[config.mk]
export PLATFORM = sky130hd
export DESIGN_NAME = binary_gps_frame_parser
export DESIGN_NICKNAME = d
export VERILOG_FILES = /design/src/hdl/bgfp_pkg.sv /design/src/hdl/binary_gps_frame_parser.sv /design/src/hdl/bgfp_front.sv /design/src/hdl/bgfp_store.sv /design/src/hdl/bgfp_fifo.sv
export SDC_FILE = /design/constraint.sdc
export NUM_CORES = 2
export LEC_CHECK = 0
export BUFFER_PORTS_ARGS = -buffer_cell sky130_fd_sc_hd__buf_2
export CAP_MARGIN = 20
export CELL_PAD_IN_SITES_DETAIL_PLACEMENT = 1
export CELL_PAD_IN_SITES_GLOBAL_PLACEMENT = 2
export CORE_MARGIN = 2
export CORE_UTILIZATION = 35
export CTS_BUF_LIST = sky130_fd_sc_hd__clkbuf_2
export CTS_CLUSTER_SIZE = 10
export DETAILED_ROUTE_END_ITERATION = 10
export PLACE_DENSITY = 0.58
export SYNTH_ARGS = -nofsm -noshare
export SYNTH_HDL_FRONTEND = slang
export SYNTH_HIERARCHICAL = 1
export SYNTH_SLANG_ARGS = --single-unit
[constraint.sdc]
create_clock -name clk -period 10.6 [get_ports clk]
set_clock_uncertainty 0.2 [all_clocks]
set_input_delay 1.06 -clock clk [delete_from_list [all_inputs] [get_ports clk]]
set_output_delay 1.06 -clock clk [all_outputs]
set_load 0.02 [all_outputs]
[src/hdl/bgfp_pkg.sv]
package bgfp_pkg;

    // Frame store size; a power of two, addressed by the 8-bit write position
    localparam int FRAME_BYTES = 256;
    localparam int ADDR_W      = $clog2(FRAME_BYTES);

    // Result queue depth
    localparam int QUEUE_DEPTH = 4;
    localparam int QCNT_W      = $clog2(QUEUE_DEPTH + 1);
    localparam int QPTR_W      = $clog2(QUEUE_DEPTH);

    // Frame marker bytes
    localparam logic [7:0] SYNC1_BYTE = 8'hA0;
    localparam logic [7:0] SYNC2_BYTE = 8'hA2;
    localparam logic [7:0] END1_BYTE  = 8'hB0;
    localparam logic [7:0] END2_BYTE  = 8'hB3;

    // Configuration reset value
    localparam logic [7:0] MAX_PAYLOAD_RST = 8'd248;

    // Commands
    localparam logic CMD_RECEIVE = 1'b0;
    localparam logic CMD_READ    = 1'b1;

    // Status codes
    localparam logic [2:0] ST_IDLE     = 3'd0;
    localparam logic [2:0] ST_GOOD     = 3'd1;
    localparam logic [2:0] ST_SUM_ERR  = 3'd2;
    localparam logic [2:0] ST_END_ERR  = 3'd3;
    localparam logic [2:0] ST_LEN_REJ  = 3'd4;

    typedef struct packed {
        logic       command;
        logic [7:0] rx_byte;
        logic [7:0] read_index;
    } in_t;

    typedef struct packed {
        logic       frame_ready;
        logic [2:0] status;
        logic [7:0] payload_length;
        logic [7:0] read_data;
    } out_t;

    // Request from the parser to the frame store stage
    typedef struct packed {
        logic              valid;
        logic              wr_en;
        logic [ADDR_W-1:0] wr_addr;
        logic [7:0]        wr_data;
        logic              rd_en;
        logic [ADDR_W-1:0] rd_addr;
        logic              frame_ready;
        logic [2:0]        status;
        logic [7:0]        payload_length;
    } store_req_t;

    // Map an 8-bit position onto a store address
    function automatic logic [ADDR_W-1:0] to_addr(input logic [7:0] pos);
        logic [ADDR_W+7:0] wide;
        wide = {{ADDR_W{1'b0}}, pos};
        return wide[ADDR_W-1:0];
    endfunction

endpackage

[src/hdl/binary_gps_frame_parser.sv]
// Byte-serial parser for framed binary GPS messages (A0 A2, length, payload,
// checksum, B0 B3).
// Request channel: present a request while full is low and raise push; one
// request is taken per cycle. command 0 feeds rx_byte to the parser, command 1
// reads the stored frame byte at read_index.
// Result channel: every request yields exactly one result, in order. While
// empty is low the oldest result sits on the result port; pop takes it.
// Configuration: cfg_data carries max_payload, written when cfg_valid and
// cfg_ready are high; cfg_ready is always high. Write only while idle.
// Path: a taken request loads the frame-store stage registers, and the result
// is then written into the queue, from which it reaches the result port.
// Throughput: one request per cycle while full is low, set by the parser step
// and the one write or read port of the frame store.
// Stall: a 4-entry result queue absorbs results; full rises once queued plus
// in-flight results reach its depth, and no result is dropped.
// Reset: the parser returns to hunting for A0, the length and sums clear,
// max_payload returns to 248, and the queue empties. Frame store contents are
// undefined until written.
module binary_gps_frame_parser (
    input  logic               clk,
    input  logic               rst_n,
    input  logic               push,
    output logic               full,
    input  bgfp_pkg::in_t      request,
    output logic               empty,
    input  logic               pop,
    output bgfp_pkg::out_t     result,
    input  logic               cfg_valid,
    output logic               cfg_ready,
    input  logic [7:0]         cfg_data
);
    import bgfp_pkg::*;

    store_req_t        req;
    logic              fire;
    logic              res_valid;
    out_t              res;
    logic [QCNT_W-1:0] q_count;
    logic [QCNT_W:0]   pending;

    // Count queued plus in-flight results against the queue depth
    assign pending   = {1'b0, q_count} + {{QCNT_W{1'b0}}, res_valid};
    assign full      = pending >= (QCNT_W + 1)'(QUEUE_DEPTH);
    assign fire      = push && !full;
    assign cfg_ready = 1'b1;

    bgfp_front u_front (
        .clk      (clk),
        .rst_n    (rst_n),
        .fire     (fire),
        .item     (request),
        .cfg_we   (cfg_valid && cfg_ready),
        .cfg_data (cfg_data),
        .req      (req)
    );

    bgfp_store u_store (
        .clk       (clk),
        .rst_n     (rst_n),
        .req       (req),
        .res_valid (res_valid),
        .res       (res)
    );

    bgfp_fifo u_fifo (
        .clk     (clk),
        .rst_n   (rst_n),
        .wr      (res_valid),
        .wr_data (res),
        .rd      (pop),
        .rd_data (result),
        .empty   (empty),
        .count   (q_count)
    );

endmodule

[src/hdl/bgfp_front.sv]
module bgfp_front (
    input  logic                   clk,
    input  logic                   rst_n,
    input  logic                   fire,
    input  bgfp_pkg::in_t          item,
    input  logic                   cfg_we,
    input  logic [7:0]             cfg_data,
    output bgfp_pkg::store_req_t   req
);
    import bgfp_pkg::*;

    // Parser phases
    localparam logic [3:0] PH_HUNT    = 4'd0;
    localparam logic [3:0] PH_SYNC2   = 4'd1;
    localparam logic [3:0] PH_LEN_HI  = 4'd2;
    localparam logic [3:0] PH_LEN_LO  = 4'd3;
    localparam logic [3:0] PH_PAYLOAD = 4'd4;
    localparam logic [3:0] PH_SUM_HI  = 4'd5;
    localparam logic [3:0] PH_SUM_LO  = 4'd6;
    localparam logic [3:0] PH_END1    = 4'd7;
    localparam logic [3:0] PH_END2    = 4'd8;

    logic [3:0]  phase_reg, phase_next;
    logic [7:0]  wpos_reg, wpos_next;
    logic [7:0]  remain_reg, remain_next;
    logic [7:0]  length_reg, length_next;
    logic [14:0] sum_reg, sum_next;
    logic [7:0]  sum_hi_reg, sum_hi_next;
    logic [7:0]  len_hi_reg, len_hi_next;
    logic [7:0]  max_reg;

    logic [7:0]  b;
    logic [7:0]  addr8;
    logic        wr;
    logic        ready;
    logic [2:0]  status;

    assign b     = item.rx_byte;
    assign addr8 = (phase_reg == PH_HUNT) ? 8'd0 : wpos_reg;

    // Advance the parser on each received byte
    always_comb
    begin
        phase_next  = phase_reg;
        wpos_next   = wpos_reg;
        remain_next = remain_reg;
        length_next = length_reg;
        sum_next    = sum_reg;
        sum_hi_next = sum_hi_reg;
        len_hi_next = len_hi_reg;
        wr          = 1'b0;
        ready       = 1'b0;
        status      = ST_IDLE;
        if (fire && item.command == CMD_RECEIVE)
        begin
            unique case (phase_reg)
                PH_HUNT:
                begin
                    if (b == SYNC1_BYTE)
                    begin
                        wr         = 1'b1;
                        phase_next = PH_SYNC2;
                    end
                end
                PH_SYNC2:
                begin
                    if (b == SYNC2_BYTE)
                    begin
                        wr         = 1'b1;
                        phase_next = PH_LEN_HI;
                    end
                    else
                    begin
                        phase_next = PH_HUNT;
                    end
                end
                PH_LEN_HI:
                begin
                    wr          = 1'b1;
                    len_hi_next = b;
                    phase_next  = PH_LEN_LO;
                end
                PH_LEN_LO:
                begin
                    wr = 1'b1;
                    if (len_hi_reg != 8'd0 || b == 8'd0 || b > max_reg)
                    begin
                        status     = ST_LEN_REJ;
                        phase_next = PH_HUNT;
                    end
                    else
                    begin
                        length_next = b;
                        remain_next = b;
                        sum_next    = '0;
                        phase_next  = PH_PAYLOAD;
                    end
                end
                PH_PAYLOAD:
                begin
                    wr          = 1'b1;
                    sum_next    = sum_reg + {7'd0, b};
                    remain_next = remain_reg - 8'd1;
                    if (remain_reg == 8'd1)
                    begin
                        phase_next = PH_SUM_HI;
                    end
                end
                PH_SUM_HI:
                begin
                    wr          = 1'b1;
                    sum_hi_next = b;
                    phase_next  = PH_SUM_LO;
                end
                PH_SUM_LO:
                begin
                    wr = 1'b1;
                    if ({sum_hi_reg, b} == {1'b0, sum_reg})
                    begin
                        phase_next = PH_END1;
                    end
                    else
                    begin
                        status     = ST_SUM_ERR;
                        phase_next = PH_HUNT;
                    end
                end
                PH_END1:
                begin
                    wr = 1'b1;
                    if (b == END1_BYTE)
                    begin
                        phase_next = PH_END2;
                    end
                    else
                    begin
                        status     = ST_END_ERR;
                        phase_next = PH_HUNT;
                    end
                end
                PH_END2:
                begin
                    wr = 1'b1;
                    if (b == END2_BYTE)
                    begin
                        ready  = 1'b1;
                        status = ST_GOOD;
                    end
                    else
                    begin
                        status = ST_END_ERR;
                    end
                    phase_next = PH_HUNT;
                end
                default:
                begin
                    phase_next = PH_HUNT;
                end
            endcase
            if (wr)
            begin
                wpos_next = addr8 + 8'd1;
            end
        end
    end

    // Build the request for the store stage
    always_comb
    begin
        req                = '0;
        req.valid          = fire;
        req.wr_en          = wr;
        req.wr_addr        = to_addr(addr8);
        req.wr_data        = b;
        req.rd_en          = fire && item.command == CMD_READ;
        req.rd_addr        = to_addr(item.read_index);
        req.frame_ready    = ready;
        req.status         = status;
        req.payload_length = length_next;
    end

    // Hold parser state and the length limit
    always_ff @(posedge clk or negedge rst_n)
    begin
        if (!rst_n)
        begin
            phase_reg  <= PH_HUNT;
            wpos_reg   <= '0;
            remain_reg <= '0;
            length_reg <= '0;
            sum_reg    <= '0;
            sum_hi_reg <= '0;
            len_hi_reg <= '0;
            max_reg    <= MAX_PAYLOAD_RST;
        end
        else
        begin
            phase_reg  <= phase_next;
            wpos_reg   <= wpos_next;
            remain_reg <= remain_next;
            length_reg <= length_next;
            sum_reg    <= sum_next;
            sum_hi_reg <= sum_hi_next;
            len_hi_reg <= len_hi_next;
            if (cfg_we)
            begin
                max_reg <= cfg_data;
            end
        end
    end

endmodule

[src/hdl/bgfp_store.sv]
module bgfp_store (
    input  logic                   clk,
    input  logic                   rst_n,
    input  bgfp_pkg::store_req_t   req,
    output logic                   res_valid,
    output bgfp_pkg::out_t         res
);
    import bgfp_pkg::*;

    logic [7:0] mem [FRAME_BYTES];

    logic       valid_reg;
    logic       rd_reg;
    logic       ready_reg;
    logic [2:0] status_reg;
    logic [7:0] length_reg;
    logic [7:0] rdata_reg;

    // Write frame bytes and fetch read requests
    always_ff @(posedge clk)
    begin
        if (req.valid && req.wr_en)
        begin
            mem[req.wr_addr] <= req.wr_data;
        end
        if (req.rd_en)
        begin
            rdata_reg <= mem[req.rd_addr];
        end
    end

    // Carry the result fields alongside the read
    always_ff @(posedge clk)
    begin
        rd_reg     <= req.rd_en;
        ready_reg  <= req.frame_ready;
        status_reg <= req.status;
        length_reg <= req.payload_length;
    end

    always_ff @(posedge clk or negedge rst_n)
    begin
        if (!rst_n)
        begin
            valid_reg <= 1'b0;
        end
        else
        begin
            valid_reg <= req.valid;
        end
    end

    assign res_valid          = valid_reg;
    assign res.frame_ready    = ready_reg;
    assign res.status         = status_reg;
    assign res.payload_length = length_reg;
    assign res.read_data      = rd_reg ? rdata_reg : 8'd0;

endmodule

[src/hdl/bgfp_fifo.sv]
module bgfp_fifo (
    input  logic                          clk,
    input  logic                          rst_n,
    input  logic                          wr,
    input  bgfp_pkg::out_t                wr_data,
    input  logic                          rd,
    output bgfp_pkg::out_t                rd_data,
    output logic                          empty,
    output logic [bgfp_pkg::QCNT_W-1:0]   count
);
    import bgfp_pkg::*;

    out_t              mem [QUEUE_DEPTH];
    logic [QPTR_W-1:0] wptr_reg;
    logic [QPTR_W-1:0] rptr_reg;
    logic [QCNT_W-1:0] cnt_reg, cnt_next;
    logic              do_rd;

    assign do_rd   = rd && cnt_reg != '0;
    assign empty   = cnt_reg == '0;
    assign count   = cnt_reg;
    assign rd_data = mem[rptr_reg];

    // Store incoming results
    always_ff @(posedge clk)
    begin
        if (wr)
        begin
            mem[wptr_reg] <= wr_data;
        end
    end

    always_comb
    begin
        cnt_next = cnt_reg;
        if (wr && !do_rd)
        begin
            cnt_next = cnt_reg + QCNT_W'(1);
        end
        else if (!wr && do_rd)
        begin
            cnt_next = cnt_reg - QCNT_W'(1);
        end
    end

    // Advance pointers and occupancy
    always_ff @(posedge clk or negedge rst_n)
    begin
        if (!rst_n)
        begin
            wptr_reg <= '0;
            rptr_reg <= '0;
            cnt_reg  <= '0;
        end
        else
        begin
            cnt_reg <= cnt_next;
            if (wr)
            begin
                wptr_reg <= (wptr_reg == QPTR_W'(QUEUE_DEPTH - 1)) ? '0
                                                                    : wptr_reg + QPTR_W'(1);
            end
            if (do_rd)
            begin
                rptr_reg <= (rptr_reg == QPTR_W'(QUEUE_DEPTH - 1)) ? '0
                                                                    : rptr_reg + QPTR_W'(1);
            end
        end
    end

endmodule

After elaboration in Yosys (flattened, before gate mapping)

Memory sizes are Yosys's and may differ from the RTL's. A register that Yosys moved wholly into a read port is not among the register bits.
Cells that the tools add are included.

Add/subtract/negate cells: 8
Magnitude comparators: 2
Equal/unequal tests: 19
Muxes and demuxes: 35
Bitwise gates (word level): 1
Reduce and logical (&&, ||, !) cells: 26

Operator list:

| kind                | count |
|---|---|
| $mux 8              | 6 |
| $eq 8x8->1 const B  | 4 |
| $pmux 4 s8          | 1 |
| $pmux 15 s2         | 1 |
| $eq 16x15->1        | 1 |
| $eq 4x3->1 const B  | 4 |
| $pmux 8 s2          | 1 |
| $add 15x8->15       | 1 |
| $mux 15             | 1 |
| $mux 3              | 5 |
| $mux 2              | 6 |
| $mux 4              | 3 |
| $pmux 3 s4          | 1 |
| $mux 1              | 9 |
| $add 8x1->8 const B | 1 |
| $eq 4x2->1 const B  | 2 |
| $eq 8x1->1 const B  | 1 |
| $gt 8x8->1          | 1 |
| $logic_not 8->1     | 1 |
| $reduce_and 2->1    | 4 |
| $reduce_bool 8->1   | 1 |
| $sub 8x1->8 const B | 1 |
| $logic_and 1x1->1   | 7 |
| $reduce_or 7->1     | 1 |
| other kinds (19)    | 27 |

Register bits: 88
Bits in writable memories: 2128
Input bits: 30
Logic and storage cells: 109
Memories: 2

Memory list:

| memory      | depth | width | rd ports | clocked after memory_dff | wr ports | RTL line         | text |
|---|---|---|---|---|---|---|---|
| u_store.mem | 256   | 8     | 1        | 1                        | 1        | bgfp_store.sv:10 | `logic [7:0] mem [FRAME_BYTES];` |
| u_fifo.mem  | 4     | 20    | 1        | 0                        | 1        | bgfp_fifo.sv:13  | `out_t mem [QUEUE_DEPTH];` |

Longest topological paths before layout

Depth after elaboration: 10
Mapped depth: 14
Mapped depth without buffers: 8

Hierarchy

Netlist, hierarchy kept.

Modules (own cells, without submodules):

| module                  | instances | cells an instance | area an instance (um^2) | sequential area each (um^2) |
|---|---|---|---|---|
| bgfp_store              | 1         | 3723              | 80141.9                 | 62024.5 |
| bgfp_front              | 1         | 425               | 4149.0                  | 1682.9 |
| bgfp_fifo               | 1         | 140               | 3311.9                  | 2577.5 |
| binary_gps_frame_parser | 1         | 5                 | 32.5                    | 0.0 |

Worst setup path before layout

No wires, ideal clock.

Path kind: input to register
Start: input push
End: memory u_store.mem[448][0], in the netlist u_store/mem[112][0], enable pin
Library setup time: 370 ps
Arrival: 3672 ps
Required time: 10030 ps
Setup slack: 6357 ps
Stages: 14
Cell sequence: inv_1 > a311oi_1 > nor2b_1 > clkbuf_1 > o31ai_2 > buf_2 > inv_1 > buf_4 > and2_1 > clkbuf_1 > buf_1 > nand3_1 > clkbuf_1 > nor2_1

Word-level cells in the longest chain between the ends: 6

RTL lines:

| what                         | RTL line                      | text |
|---|---|---|
| from (decl)                  | binary_gps_frame_parser.sv:22 | `input logic push,` |
| $logic_and 1x1->1            | binary_gps_frame_parser.sv:44 | `assign fire = push && !full;` |
| via fire                     | binary_gps_frame_parser.sv:35 | `logic fire;` |
| $logic_and 1x1->1            | bgfp_front.sv:54              | `if (fire && item.command == CMD_RECEIVE)` |
| $mux 1                       | bgfp_front.sv:54              |  |
| via u_front.wr               | bgfp_front.sv:34              | `logic wr;` |
| $logic_and 1x1->1            | bgfp_store.sv:22              | `if (req.valid && req.wr_en)` |
| $mux 1                       | bgfp_store.sv:22              |  |
| $mux 1 (implied by the code) | bgfp_store.sv:24              | `mem[req.wr_addr] <= req.wr_data;` |
| to (decl)                    | bgfp_store.sv:10              |  |

The timed path passes the listed nets, and every way through them passes these cells.

==> run_results.csv <==
group,metric,value,unit
run_status,outcome,"finished clean",
worst_setup_path,required,11.83,ns
timing,relSlewSlack,11.5,%
hold_path,hp-class,"flop to flop",
floorplan,die_y,504,um
timing,hold_viol,0,
finish,drive_above_1_share,31.4,%
floorplan,core,249000,um2
clock_tree,cts_resized,0,
floorplan,num_rows,183,
placement,hpwl,152,mm
yosys,synth_cells,4293,
clock_tree,cts-root-buf,"clkbuf_2",
placement,place.gp.congestion,0.813,
yosys,ys_ff_latch,2224,
finish,fin_cells,8593,
placement,dp.cells,7505,
routing,drc,0,
clock_tree,clk_latency,1.92,ns
finish,register_area,66300,um2
finish,largest_register_ffs,2048,
yosys,netlist_area,87600,um2
clock_tree,cts_num_sinks,2224,
routing,final_antenna_net_count,0,
routing,drt_first_pass_iters,8,
worst_setup_path,worstSetupPathType,"flop to flop",
timing,worst-slew-pin-transition,1.33,ns
worst_setup_path,path_max_fanout,13,
clock_tree,cts_buffer_depth,4,
finish,nNetsFinal,4913,
yosys,yosys_warnings,6,
global_routing,gr-total-overflow,0,
finish,n_fill_cell,24300,
yosys,post_synth.cell_area_avg,20.4,um2
pwr,total_power,17.7,mW
yosys,synth_flop_cell,"edfxtp_1",
placement,port_buffers,51,
timing,fin_crit,5.62,ns
routing,wl,256,mm
clock_tree,cts_tree,"built",
global_routing,grt_pass1_wl,368,mm
finish,areaGrowthSynthToFinish,11.5,%
yosys,async_reset_ff_share,3.37,%
floorplan,start_util,35.2,%
job,max_cap_violations,0,
floorplan,pin_count,53,
global_routing,track_usage,20.0,%
worst_setup_path,cp.arrival,6.85,ns
worst_setup_path,end_kind,"flop",
yosys,ys_seq_area_share,75.6,%
timing,rsz0062_at_grt,"false",
yosys,synth_edf_count,2136,
global_routing,antenna_found_initial,16,
timing,slew_viol_final,0,
yosys,synthDistinctLibCells,90,
routing,post_drt_via_cell_ratio,5.33,
clock_tree,h-tree-depth,6,
floorplan,die_x,504,um
clock_tree,cts_setup_buffers,0,
timing,fin_setup_tns,0,ns
global_routing,grt_pass1_vias,49100,
worst_setup_path,worst_setup_path_start_kind,"flop",
clock_tree,hold_buffers,77,
timing,max_freq,178,MHz
global_routing,grt_max_degree,147,
routing,vias,45800,
yosys,syn_nets,4350,
finish,fin_util,39.2,%
floorplan,die_area,254000,um2
pwr,p_leak,31.7,nW
pwr,powerDensity,181,nW/um2
timing,setup_viol,0,
routing,dr.first_iter.drc_count,3903,
timing,min_period_over_period,53.0,%
clock_tree,cts_inserted_buffers,598,
routing,avgRoutedWirePerCell,29.8,um
finish,multi_input_area,19700,um2
clock_tree,clk_pin_slew,0.10,ns
pwr,vdd_drop_max,0.000134,V
-- cells in the mapped netlist (all sizes together), types with 27 or more instances --
cell	number	share of area [%]
a21oi	58	0.33
a22oi	90	0.77
and2	29	0.21
buf	167	1.4
clkbuf	97	0.42
dfrtp	70	2.0
edfxtp	2136	73
inv	27	0.12
mux2	67	0.86
mux2i	136	1.6
mux4	491	13
nand2	106	0.45
nand3	42	0.25
nor2	304	1.3
o21ai	51	0.29
o221ai	40	0.40
o22ai	41	0.29
-- metrics by stage --
step           setup slack, ns  area, um2  hold WS (ns)
3_5_place_dp              3.83      91500         0.260
4_1_cts                   4.47      97600        0.0177
6_report                  4.98      97700         0.203
3_3_place_gp              3.72      91400         0.252
2_1_floorplan             6.36      87600         0.238
5_1_grt                   4.65      97700         0.183
-- layer usage --
metal  GRT usage, %  vias to the layer above  wire (um)
met5              0                        -          0
met4           6.22                        0       5840
met3           3.93                      324      15100
met2           31.5                     1539     122000
met1           28.1                    24700     113000
li1               -                    19200          -
-- worst max-delay path: stages (launching register included) --
cell and delay, ns:
dfrtp_1 0.50, a311oi_1 0.48, buf_4 0.26, nor2b_1 0.53, o31ai_2 0.18, buf_4 0.23
inv_1 0.08, and2_1 0.44, buf_8 0.25, nand4_1 0.75, buf_4 0.57, nor2_1 0.62
-- placed cells by master (no fill, tap or decap), types with 11 or more instances in the layout --
cell / instances
dfrtp_1: 70
mux2_2: 58
a22oi_1: 90
a221oi_1: 11
nor4_1: 13
nand3_1: 35
o22ai_1: 41
inv_2: 19
and3_1: 11
nand2b_1: 13
nand2_1: 106
clkinv_1: 98
nor3_1: 23
nor2_1: 301
nand4_1: 22
ha_1: 25
edfxtp_1: 2136
nor2b_1: 16
buf_2: 39
mux4_2: 489
o211ai_1: 16
dfxtp_1: 13
inv_1: 25
a211oi_1: 16
mux2i_1: 136
o221ai_1: 40
dlygate4sd3_1: 69
o21ai_0: 36
bufinv_16: 15
a21oi_1: 58
buf_8: 13
clkbuf_2: 841
clkinv_2: 20
o21ai_1: 15
a22o_1: 17
and2_1: 27
buf_4: 84
-- cell families (layout without fill, tap and decap cells) --
| logic type | after synthesis | after routing | share of synthesized area, % |
|---|---|---|---|
| XOR/XNOR | 16 | 16 | 0.160 |
| buffers and inverters | 291 | 1254 | 1.96 |
| multiplexers | 694 | 694 | 15.0 |
| adder cells (fa/ha/maj) | 27 | 27 | 0.403 |
| AND/OR/NAND/NOR | 632 | 632 | 3.43 |
| other | 1 | 8 | 0.00428 |
| AO/OA/AOI/OAI | 408 | 408 | 3.37 |
| flip-flops | 2224 | 2224 | 75.6 |
-- layout make-up --
type	count	share of cell area, %
diodes	7	0.0179
clock buffers	841	4.31
clock inverters	159	1.08
inverters	27	0.104
multi-input cells	1778	20.2
flip-flops and latches	2224	67.9
well taps	3330	4.27
repair buffers	227	2.21
-- power breakdown --
group	switching (mW)	leakage [nW]	total, mW	internal (mW)
registers	0.138	20.2	9.91	9.77
logic	1.11	7.46	1.72	0.612
clock network	3.57	4.02	6.06	2.49
-- final timing paths --
kind / startpoint / end / slack (ns) / depth (start not counted)
setup reg to reg: u_fifo/count[0]$_DFFE_PN0P_ / u_store/mem[30][6]$_DFFE_PP_ / 4.98 / 11
hold reg to reg: u_front/length_reg[4]$_DFF_PN0_ / u_store/length_reg[4]$_DFF_P_ / 0.20 / 1
hold / removal: u_front/length_reg[4]$_DFF_PN0_ / u_store/length_reg[4]$_DFF_P_ / 0.20 / 1
max in group asynchronous: rst_n / u_front/len_hi_reg[4]$_DFFE_PN0P_ / 8.25 / 5
min in group asynchronous: rst_n / u_front/max_reg[2]$_DFFE_PN0P_ / 0.57 / 4
setup / recovery: u_fifo/count[0]$_DFFE_PN0P_ / u_store/mem[30][6]$_DFFE_PP_ / 4.98 / 11
No activity file was read; power rests on OpenSTA's default activity.
